[config.mk]
export PLATFORM = sky130hd
export DESIGN_NAME = charlieplex_led_scanner_core
export DESIGN_NICKNAME = d
export VERILOG_FILES = /design/src/cplx_pkg.sv /design/src/charlieplex_led_scanner_core.sv /design/src/cplx_ram.sv
export SDC_FILE = /design/constraint.sdc
export NUM_CORES = 1
export LEC_CHECK = 0
export CORE_MARGIN = 2
export CORE_UTILIZATION = 35
export DETAILED_ROUTE_END_ITERATION = 10
export DONT_BUFFER_PORTS = 1
export MAX_ROUTING_LAYER = met4
export PLACE_DENSITY = 0.57
export SYNTH_ARGS = -nofsm -noshare
export SYNTH_HDL_FRONTEND = slang
export SYNTH_SLANG_ARGS = --single-unit
[constraint.sdc]
create_clock -name clk -period 3.3 [get_ports clk]
set_input_delay 0.165 -clock clk [delete_from_list [all_inputs] [get_ports clk]]
set_output_delay 0.165 -clock clk [all_outputs]
set_load 0.05 [all_outputs]
[src/cplx_pkg.sv]
// Shared types and constants of the charlieplex LED scanner.
package cplx_pkg;

  localparam int PIN_COUNT_W = 4;
  localparam int ON_TIME_W   = 16;
  localparam int LED_INDEX_W = 6;
  localparam int DRIVE_W     = 8;
  localparam int CFG_IDX_W   = 2;
  localparam int CFG_DATA_W  = 16;

  localparam logic [PIN_COUNT_W-1:0] PIN_COUNT_RESET = 4'd8;
  localparam logic [ON_TIME_W-1:0]   ON_TIME_RESET   = 16'd500;

  localparam logic [1:0] KIND_WRITE = 2'd0;
  localparam logic [1:0] KIND_CLEAR = 2'd1;
  localparam logic [1:0] KIND_TICK  = 2'd2;

  localparam logic [CFG_IDX_W-1:0] REG_PIN_COUNT = 2'd0;
  localparam logic [CFG_IDX_W-1:0] REG_ON_TIME   = 2'd1;

  typedef struct packed {
    logic [1:0]             kind;
    logic [LED_INDEX_W-1:0] led_index;
    logic                   led_on;
  } in_item_t;

  typedef struct packed {
    logic [DRIVE_W-1:0]     drive_enable;
    logic [DRIVE_W-1:0]     drive_high;
    logic [LED_INDEX_W-1:0] lit_led;
    logic                   lit_valid;
    logic                   rejected;
  } out_item_t;

endpackage

[src/charlieplex_led_scanner_core.sv]
// Charlieplexed LED matrix scanner: frame store, dwell timer and scan sequencer.
//
// Each input transfer yields exactly one result transfer. A frame write, a frame clear or
// an unused kind goes straight to the result state. A tick first passes the check state,
// which keeps the present LED driven while it stays lit and its dwell lasts; else it searches
// the n LEDs (n = pin_count times pin_count minus one): the sequencer walks the frame memory
// one LED per cycle through its single read port until it finds a lit LED or has checked all n.
// No input is taken while an item is in progress; after reset the frame reads as clear at once.
module charlieplex_led_scanner_core import cplx_pkg::*; #(
  parameter int MAX_PINS = 8
) (
  input  logic                  clk,
  input  logic                  rst,
  input  logic                  in_valid,
  output logic                  in_ready,
  input  in_item_t              in_data,
  output logic                  out_valid,
  input  logic                  out_ready,
  output out_item_t             out_data,
  input  logic                  cfg_we,
  input  logic [CFG_IDX_W-1:0]  cfg_index,
  input  logic [CFG_DATA_W-1:0] cfg_data
);

  localparam int MaxLeds   = MAX_PINS * (MAX_PINS - 1);
  localparam int LedW      = $clog2(MaxLeds);
  localparam int NW        = $clog2(MaxLeds + 1);
  localparam int PinW      = $clog2(MAX_PINS);
  localparam int CW        = (NW > LED_INDEX_W) ? NW : LED_INDEX_W;
  localparam int ResetPins = (int'(PIN_COUNT_RESET) > MAX_PINS) ? MAX_PINS
                                                                 : int'(PIN_COUNT_RESET);
  localparam int AdvW      = LedW + 2 * PinW;

  localparam logic [1:0] ST_IDLE   = 2'd0;
  localparam logic [1:0] ST_CHK    = 2'd1;
  localparam logic [1:0] ST_SEARCH = 2'd2;
  localparam logic [1:0] ST_DONE   = 2'd3;

  logic [1:0]           state;
  logic [PinW-1:0]      per;
  logic [NW-1:0]        nleds;
  logic [ON_TIME_W-1:0] on_time;
  logic [MaxLeds-1:0]   valid;
  logic [LedW-1:0]      cur;
  logic [PinW-1:0]      cur_i;
  logic [PinW-1:0]      cur_j;
  logic [ON_TIME_W-1:0] dwell;
  logic                 active;
  logic                 rej;
  logic [LedW-1:0]      k;
  logic [PinW-1:0]      ki;
  logic [PinW-1:0]      kj;
  logic [NW-1:0]        cnt;
  logic                 pend;
  logic [LedW-1:0]      chk_k;
  logic [PinW-1:0]      chk_i;
  logic [PinW-1:0]      chk_j;
  logic                 vld_q;

  logic                 in_fire;
  logic [CW-1:0]        idx_ext;
  logic                 reject_now;
  logic                 ram_we;
  logic [LedW-1:0]      waddr;
  logic [LedW-1:0]      raddr;
  logic                 ram_q;
  logic                 bit_q;
  logic [ON_TIME_W-1:0] eff;
  logic                 hold;
  logic [PinW-1:0]      per_cfg;
  logic [NW-1:0]        nleds_cfg;
  logic [PinW-1:0]      sink;
  logic [CW-1:0]        cur_ext;
  logic [AdvW-1:0]      adv_cur;
  logic [AdvW-1:0]      adv_k;
  out_item_t            result;

  function automatic logic [AdvW-1:0] advance(
    input logic [LedW-1:0] k_in,
    input logic [PinW-1:0] i_in,
    input logic [PinW-1:0] j_in,
    input logic [NW-1:0]   n_in,
    input logic [PinW-1:0] per_in
  );
    logic [LedW-1:0] k_o;
    logic [PinW-1:0] i_o;
    logic [PinW-1:0] j_o;
    if (NW'(k_in) + NW'(1) == n_in) begin
      k_o = '0;
      i_o = '0;
      j_o = '0;
    end else begin
      k_o = k_in + LedW'(1);
      if (j_in + PinW'(1) == per_in) begin
        i_o = i_in + PinW'(1);
        j_o = '0;
      end else begin
        i_o = i_in;
        j_o = j_in + PinW'(1);
      end
    end
    return {k_o, i_o, j_o};
  endfunction

  assign in_ready   = (state == ST_IDLE);
  assign in_fire    = in_valid && in_ready;
  assign idx_ext    = CW'(in_data.led_index);
  assign reject_now = (idx_ext >= CW'(nleds));
  assign ram_we     = in_fire && (in_data.kind == KIND_WRITE) && !reject_now;
  assign waddr      = idx_ext[LedW-1:0];
  assign raddr      = (state == ST_SEARCH) ? k : cur;
  assign bit_q      = vld_q && ram_q;
  assign eff        = (on_time == '0) ? ON_TIME_W'(1) : on_time;
  assign hold       = active && bit_q && (dwell < eff);
  assign sink       = (cur_j >= cur_i) ? cur_j + PinW'(1) : cur_j;
  assign cur_ext    = CW'(cur);
  assign adv_cur    = advance(cur, cur_i, cur_j, nleds, per);
  assign adv_k      = advance(k, ki, kj, nleds, per);

  always_comb begin
    int pv;
    pv = int'(cfg_data[PIN_COUNT_W-1:0]);
    if (pv < 2) begin
      pv = 2;
    end
    if (pv > MAX_PINS) begin
      pv = MAX_PINS;
    end
    per_cfg   = PinW'(pv - 1);
    nleds_cfg = NW'(pv * (pv - 1));
  end

  always_comb begin
    result = '0;
    for (int b = 0; b < DRIVE_W; b++) begin
      if (active && (int'(cur_i) == b)) begin
        result.drive_enable[b] = 1'b1;
        result.drive_high[b]   = 1'b1;
      end
      if (active && (int'(sink) == b)) begin
        result.drive_enable[b] = 1'b1;
      end
    end
    result.lit_led   = active ? cur_ext[LED_INDEX_W-1:0] : '0;
    result.lit_valid = active;
    result.rejected  = rej;
  end

  cplx_ram #(
    .WIDTH(1),
    .DEPTH(MaxLeds)
  ) u_frame (
    .clk  (clk),
    .we   (ram_we),
    .waddr(waddr),
    .wdata(in_data.led_on),
    .raddr(raddr),
    .rdata(ram_q)
  );

  always_ff @(posedge clk) begin
    vld_q <= valid[raddr];
  end

  always_ff @(posedge clk) begin
    if (rst) begin
      state     <= ST_IDLE;
      per       <= PinW'(ResetPins - 1);
      nleds     <= NW'(ResetPins * (ResetPins - 1));
      on_time   <= ON_TIME_RESET;
      valid     <= '0;
      cur       <= '0;
      cur_i     <= '0;
      cur_j     <= '0;
      dwell     <= '0;
      active    <= 1'b0;
      rej       <= 1'b0;
      out_valid <= 1'b0;
    end else begin
      if (out_valid && out_ready) begin
        out_valid <= 1'b0;
      end
      case (state)
        ST_IDLE: begin
          if (in_fire) begin
            rej <= (in_data.kind == KIND_WRITE) && reject_now;
            if (ram_we) begin
              valid[waddr] <= 1'b1;
            end
            if (in_data.kind == KIND_CLEAR) begin
              valid <= '0;
            end
            state <= (in_data.kind == KIND_TICK) ? ST_CHK : ST_DONE;
          end
        end
        ST_CHK: begin
          cnt  <= '0;
          pend <= 1'b0;
          if (hold) begin
            dwell <= dwell + ON_TIME_W'(1);
            state <= ST_DONE;
          end else begin
            if (active) begin
              {k, ki, kj} <= adv_cur;
            end else begin
              k  <= cur;
              ki <= cur_i;
              kj <= cur_j;
            end
            state <= ST_SEARCH;
          end
        end
        ST_SEARCH: begin
          if (pend && bit_q) begin
            cur    <= chk_k;
            cur_i  <= chk_i;
            cur_j  <= chk_j;
            dwell  <= ON_TIME_W'(1);
            active <= 1'b1;
            state  <= ST_DONE;
          end else if (cnt == nleds) begin
            active <= 1'b0;
            dwell  <= '0;
            state  <= ST_DONE;
          end else begin
            chk_k       <= k;
            chk_i       <= ki;
            chk_j       <= kj;
            pend        <= 1'b1;
            {k, ki, kj} <= adv_k;
            cnt         <= cnt + NW'(1);
          end
        end
        ST_DONE: begin
          if (!out_valid || out_ready) begin
            out_data  <= result;
            out_valid <= 1'b1;
            state     <= ST_IDLE;
          end
        end
        default: begin
          state <= ST_IDLE;
        end
      endcase
      if (cfg_we && (cfg_index == REG_PIN_COUNT)) begin
        per    <= per_cfg;
        nleds  <= nleds_cfg;
        valid  <= '0;
        cur    <= '0;
        cur_i  <= '0;
        cur_j  <= '0;
        dwell  <= '0;
        active <= 1'b0;
      end else if (cfg_we && (cfg_index == REG_ON_TIME)) begin
        on_time <= cfg_data[ON_TIME_W-1:0];
      end
    end
  end

endmodule

[src/cplx_ram.sv]
// Generic single-port-write, single-port-read RAM with registered read data.
module cplx_ram #(
  parameter int WIDTH = 1,
  parameter int DEPTH = 2
) (
  input  logic                     clk,
  input  logic                     we,
  input  logic [$clog2(DEPTH)-1:0] waddr,
  input  logic [WIDTH-1:0]         wdata,
  input  logic [$clog2(DEPTH)-1:0] raddr,
  output logic [WIDTH-1:0]         rdata
);

  logic [WIDTH-1:0] mem [DEPTH];

  always_ff @(posedge clk) begin
    if (we) begin
      mem[waddr] <= wdata;
    end
    rdata <= mem[raddr];
  end

endmodule
==> metrics.md <==
| Metric | Value |
|---|---|
| WHS | 22.23 ps |
| DRT iter0 DRCs | 550 |
| Largest net degree at the start of global routing | between 50 and 60 |
| # clock sinks | about 230 |
| Initial antenna violation count | 0 |
| Die ar. | between 0.03 and 0.04 sq mm |
| Clock transition at path regs | approximately 60 ps |
| Clock Latency Late Sink | around 530 ps |
| DP Cell Count | 1477 |
| Gpl congestion | roughly 0.8 |
| R2R Setup Slk | between 400 and 500 ps |
| Final Instance Count excl. Fillers | approximately 1600 |
| Fin nets | ~1200 |
| Placement Rows | 65 |
| Skew final | 15.42 ps |
| ANT cells | 0 |
| FF-to-FF path depth | 10 |
| Total power | between 7 and 8 mW |
| Final wirelength | between 20 and 30 mm |
| Crit end category | flip-flop |
| Area grow syn2layout | 16.55% |
| Ys async rst share | 0% |
| Post-Synth Simple-Gate Area | between 15 and 20% |
| Root buf cell | clkbuf_16 |
| Placed Instance Area | 0.01173 sq mm |
| Core area | ~0.031 sq mm |
| Hold path cells | 3 |
| XOR/XNOR Fraction of Synth Area | under 10% |
| Kind of critical path | input port to flip-flop |
| Ports | 58 |
| DRT Pass-1 Iters | 5 |
| Post-synthesis sequential area ratio | around 51% |
| H-Tree Level Count | 1 |
| Measured slew at the worst slew-check pin | about 1100 ps |
| Critical path fanouts, max | 7 |
| Fin Setup TNS | 0 ps |
| Share of layout cells above drive strength 1 | a little over a tenth |
| Antenna viol nets, final | 0 |
| Startpoint Class | input port |
| CP Launch Point | cfg_data[3] |
| Critical Path RT | around 3700 ps |
| Leak Pwr | between 4 and 5 nW |
| Synth unique cells | 70 |
| Reg-to-reg endpoint | dwell[11] |
| Number of global-route vias before repair | roughly 8000 |
| Status | finished, final reports clean |
| Die width | 182.5 um |
| Fin util | 41.29% |
| Synthesized area per cell | approximately 10 sq um |
| Worst slew margin | 23.31% |
| Port bufs | 0 |
| First-pass GRT wire length | around 44 mm |
| Die Span Y | roughly 180 um |
| Dpl hpwl | roughly 19 mm |
| Yosys warnings | 0 |
| Max Slew Vio Count | 0 |
| CTS max path bufs | 3 |
| Routed length per instance | 17.35 um |
| Comb power frac | 20.4% |
| Reg2reg start | state[0] |
| Hold Path Class | input port to flip-flop |
| Post-synthesis adder-cell area fraction | 6.599% |
| Clock power frac | between 30% and 40% |
| Worst Setup Slack, final | roughly 74 ps |
| Hold_sp | in_data[7] |
| Syn Std Cell Area | roughly 0.011 sq mm |
| Fmax | 309.9 MHz |
| Syn Inst Count | about 1100 |
| GRT Total Usage | roughly 17% |
| Starting Density | a little over a third |
| CTS buffer count | 26 |
| Sequential Power Share | between 40% and 50% |
| Hold Path End | valid[53] |
| CP Data Arrival Time | 3620 ps |
| EDFF count, synth | 111 |
| VDD IR max | between 0.0003 and 0.0004 V |
| Final Instance Area | about 0.013 sq mm |
| Setup violations, final | 0 |
| Final hold viol count | 0 |
| Switching share of power | between 20% and 30% |
| Tmin final | 3226 ps |
| Main combinational cell family by area after synthesis | simple AND/OR/NAND/NOR gates |
| Max-Cap Viols | 0 |
| Fin crit share | between 90% and 100% |
| Vias | roughly 8300 |
| Int Pwr | roughly 5.5 mW |
| Pre-CTS WS | -20.40 ps |
| Most used DFF post-synth | dfxtp_1 |
| CTS tree | yes |
| P_sw | 2.266 mW |
| Pwr/cell area | roughly 600 mW/mm^2 |
| Aggregate global routing overflow | 0 |
| Post-synthesis compound-gate area fraction | a little under an eighth |
| Fill count | ~3000 |
| FF+latch count, synth | about 230 |
| Via density | approximately 5.3 |
| DRC violation count after routing | 0 |
| Post-synthesis mux area share | just over 7% |
## critical path: stages
cell and delay [ps]:
dlygate4sd3_1 560, a21oi_2 170, inv_2 60, ha_1 200
inv_2 60, nor2_1 40, and3_1 180, ha_1 290
ha_1 290, inv_2 40, fa_1 530, inv_1 40
ha_1 280, ha_2 190, xnor2_2 160, xnor2_1 150
xnor2_1 140, a22oi_1 80
## area by class of cell
type,instances,area (sq um),area share [%]
Timing Repair Buffer,68,623.1,4.795
Clock inverter,9,86.33,0.6644
Tap cell,402,503.0,3.871
Clock buffer,39,763.2,5.873
Multi-Input combinational cell,766,5189,39.93
Sequential cell,226,5635,43.37
Inverter,52,195.2,1.502
## Yosys cell counts (11+ instances only)
master,n,area share (%)
inv_1,51,1.7
nor2_1,167,5.6
mux4_2,18,3.6
or3_1,11,0.62
ha_1,54,6.1
o21ai_0,25,1.1
xnor2_1,28,2.2
xor2_1,16,1.3
a21oi_1,121,5.4
edfxtp_1,111,30
mux2i_1,14,1.3
nand2_1,95,3.2
dfxtp_1,115,21
nand3_1,36,1.6
clkbuf_1,32,1.1
and3_1,13,0.73
## power by group through the flow
stage / combinational (mW) / sequential [mW] / clock [mW]
after floorplan: 1.10 / 3.36 / 0
after global placement: 1.50 / 3.41 / 0
after detailed placement: 1.52 / 3.41 / 0
after CTS: 1.58 / 3.35 / 2.88
after global routing: 1.73 / 3.37 / 2.98
final: 1.59 / 3.35 / 2.82
## routing by layer
metal / GRT usage [%] / vias up / share of wire, %
met3: 2.854 / 67 / 4.5
met2: 26.97 / 171 / 47
met1: 21.53 / 4025 / 45
met4: 5.613 / 0 / 3.2
li1: - / 4009 / -
met5: - / - / 0
## registers in the layout, summed over array words and instances (netlist names), 5 cells and up
name         cells
u_frame.mem     56
valid           56
out_data        24
dwell           16
on_time         16
chk_k            6
cnt              6
cur              6
k                6
nleds            5
## worst max path at each step
stage / endpoint / slack, ps / depth (start not counted)
after floorplan: nleds[5] / 50 / 17
after global placement: nleds[5] / 40 / 16
after detailed placement: nleds[5] / -20 / 16
after CTS: nleds[5] / 40 / 17
after global routing: nleds[5] / -40 / 18
final: nleds[5] / 70 / 18
## cell families after synthesis
group                      after synthesis
AOI/OAI and AO/OA                      213
xor gates and xnor gates                45
adders and majority gates               57
buffers and inverters                  100
DFF                                    226
muxes                                   45
other                                    1
and+or+nand+nor                        404
## placed cells by master, fill, tap and decap left out, drive strengths merged, types with 8 or more instances in the layout
master,count
buf,33
inv,54
dfxtp,115
and2,10
mux4,24
ha,54
and3,13
o31ai,9
or3,11
nor4,11
nand2,95
a21oi,121
dlygate4sd3,35
xor2,16
nand3,36
nor2,167
nor3,11
xnor2,28
o21ai,26
clkbuf,39
nand4,8
mux2i,15
nor2b,8
edfxtp,111
## timing repair
item | in CTS | in global routing
endpoints found under the setup margin | 0 | 3
buffers inserted | 0 | 1
hold endpoints to repair | 106 | 0
gates resized for setup | 0 | 8
hold buffers | 36 | 0
(Power assumes the default switching activity.)
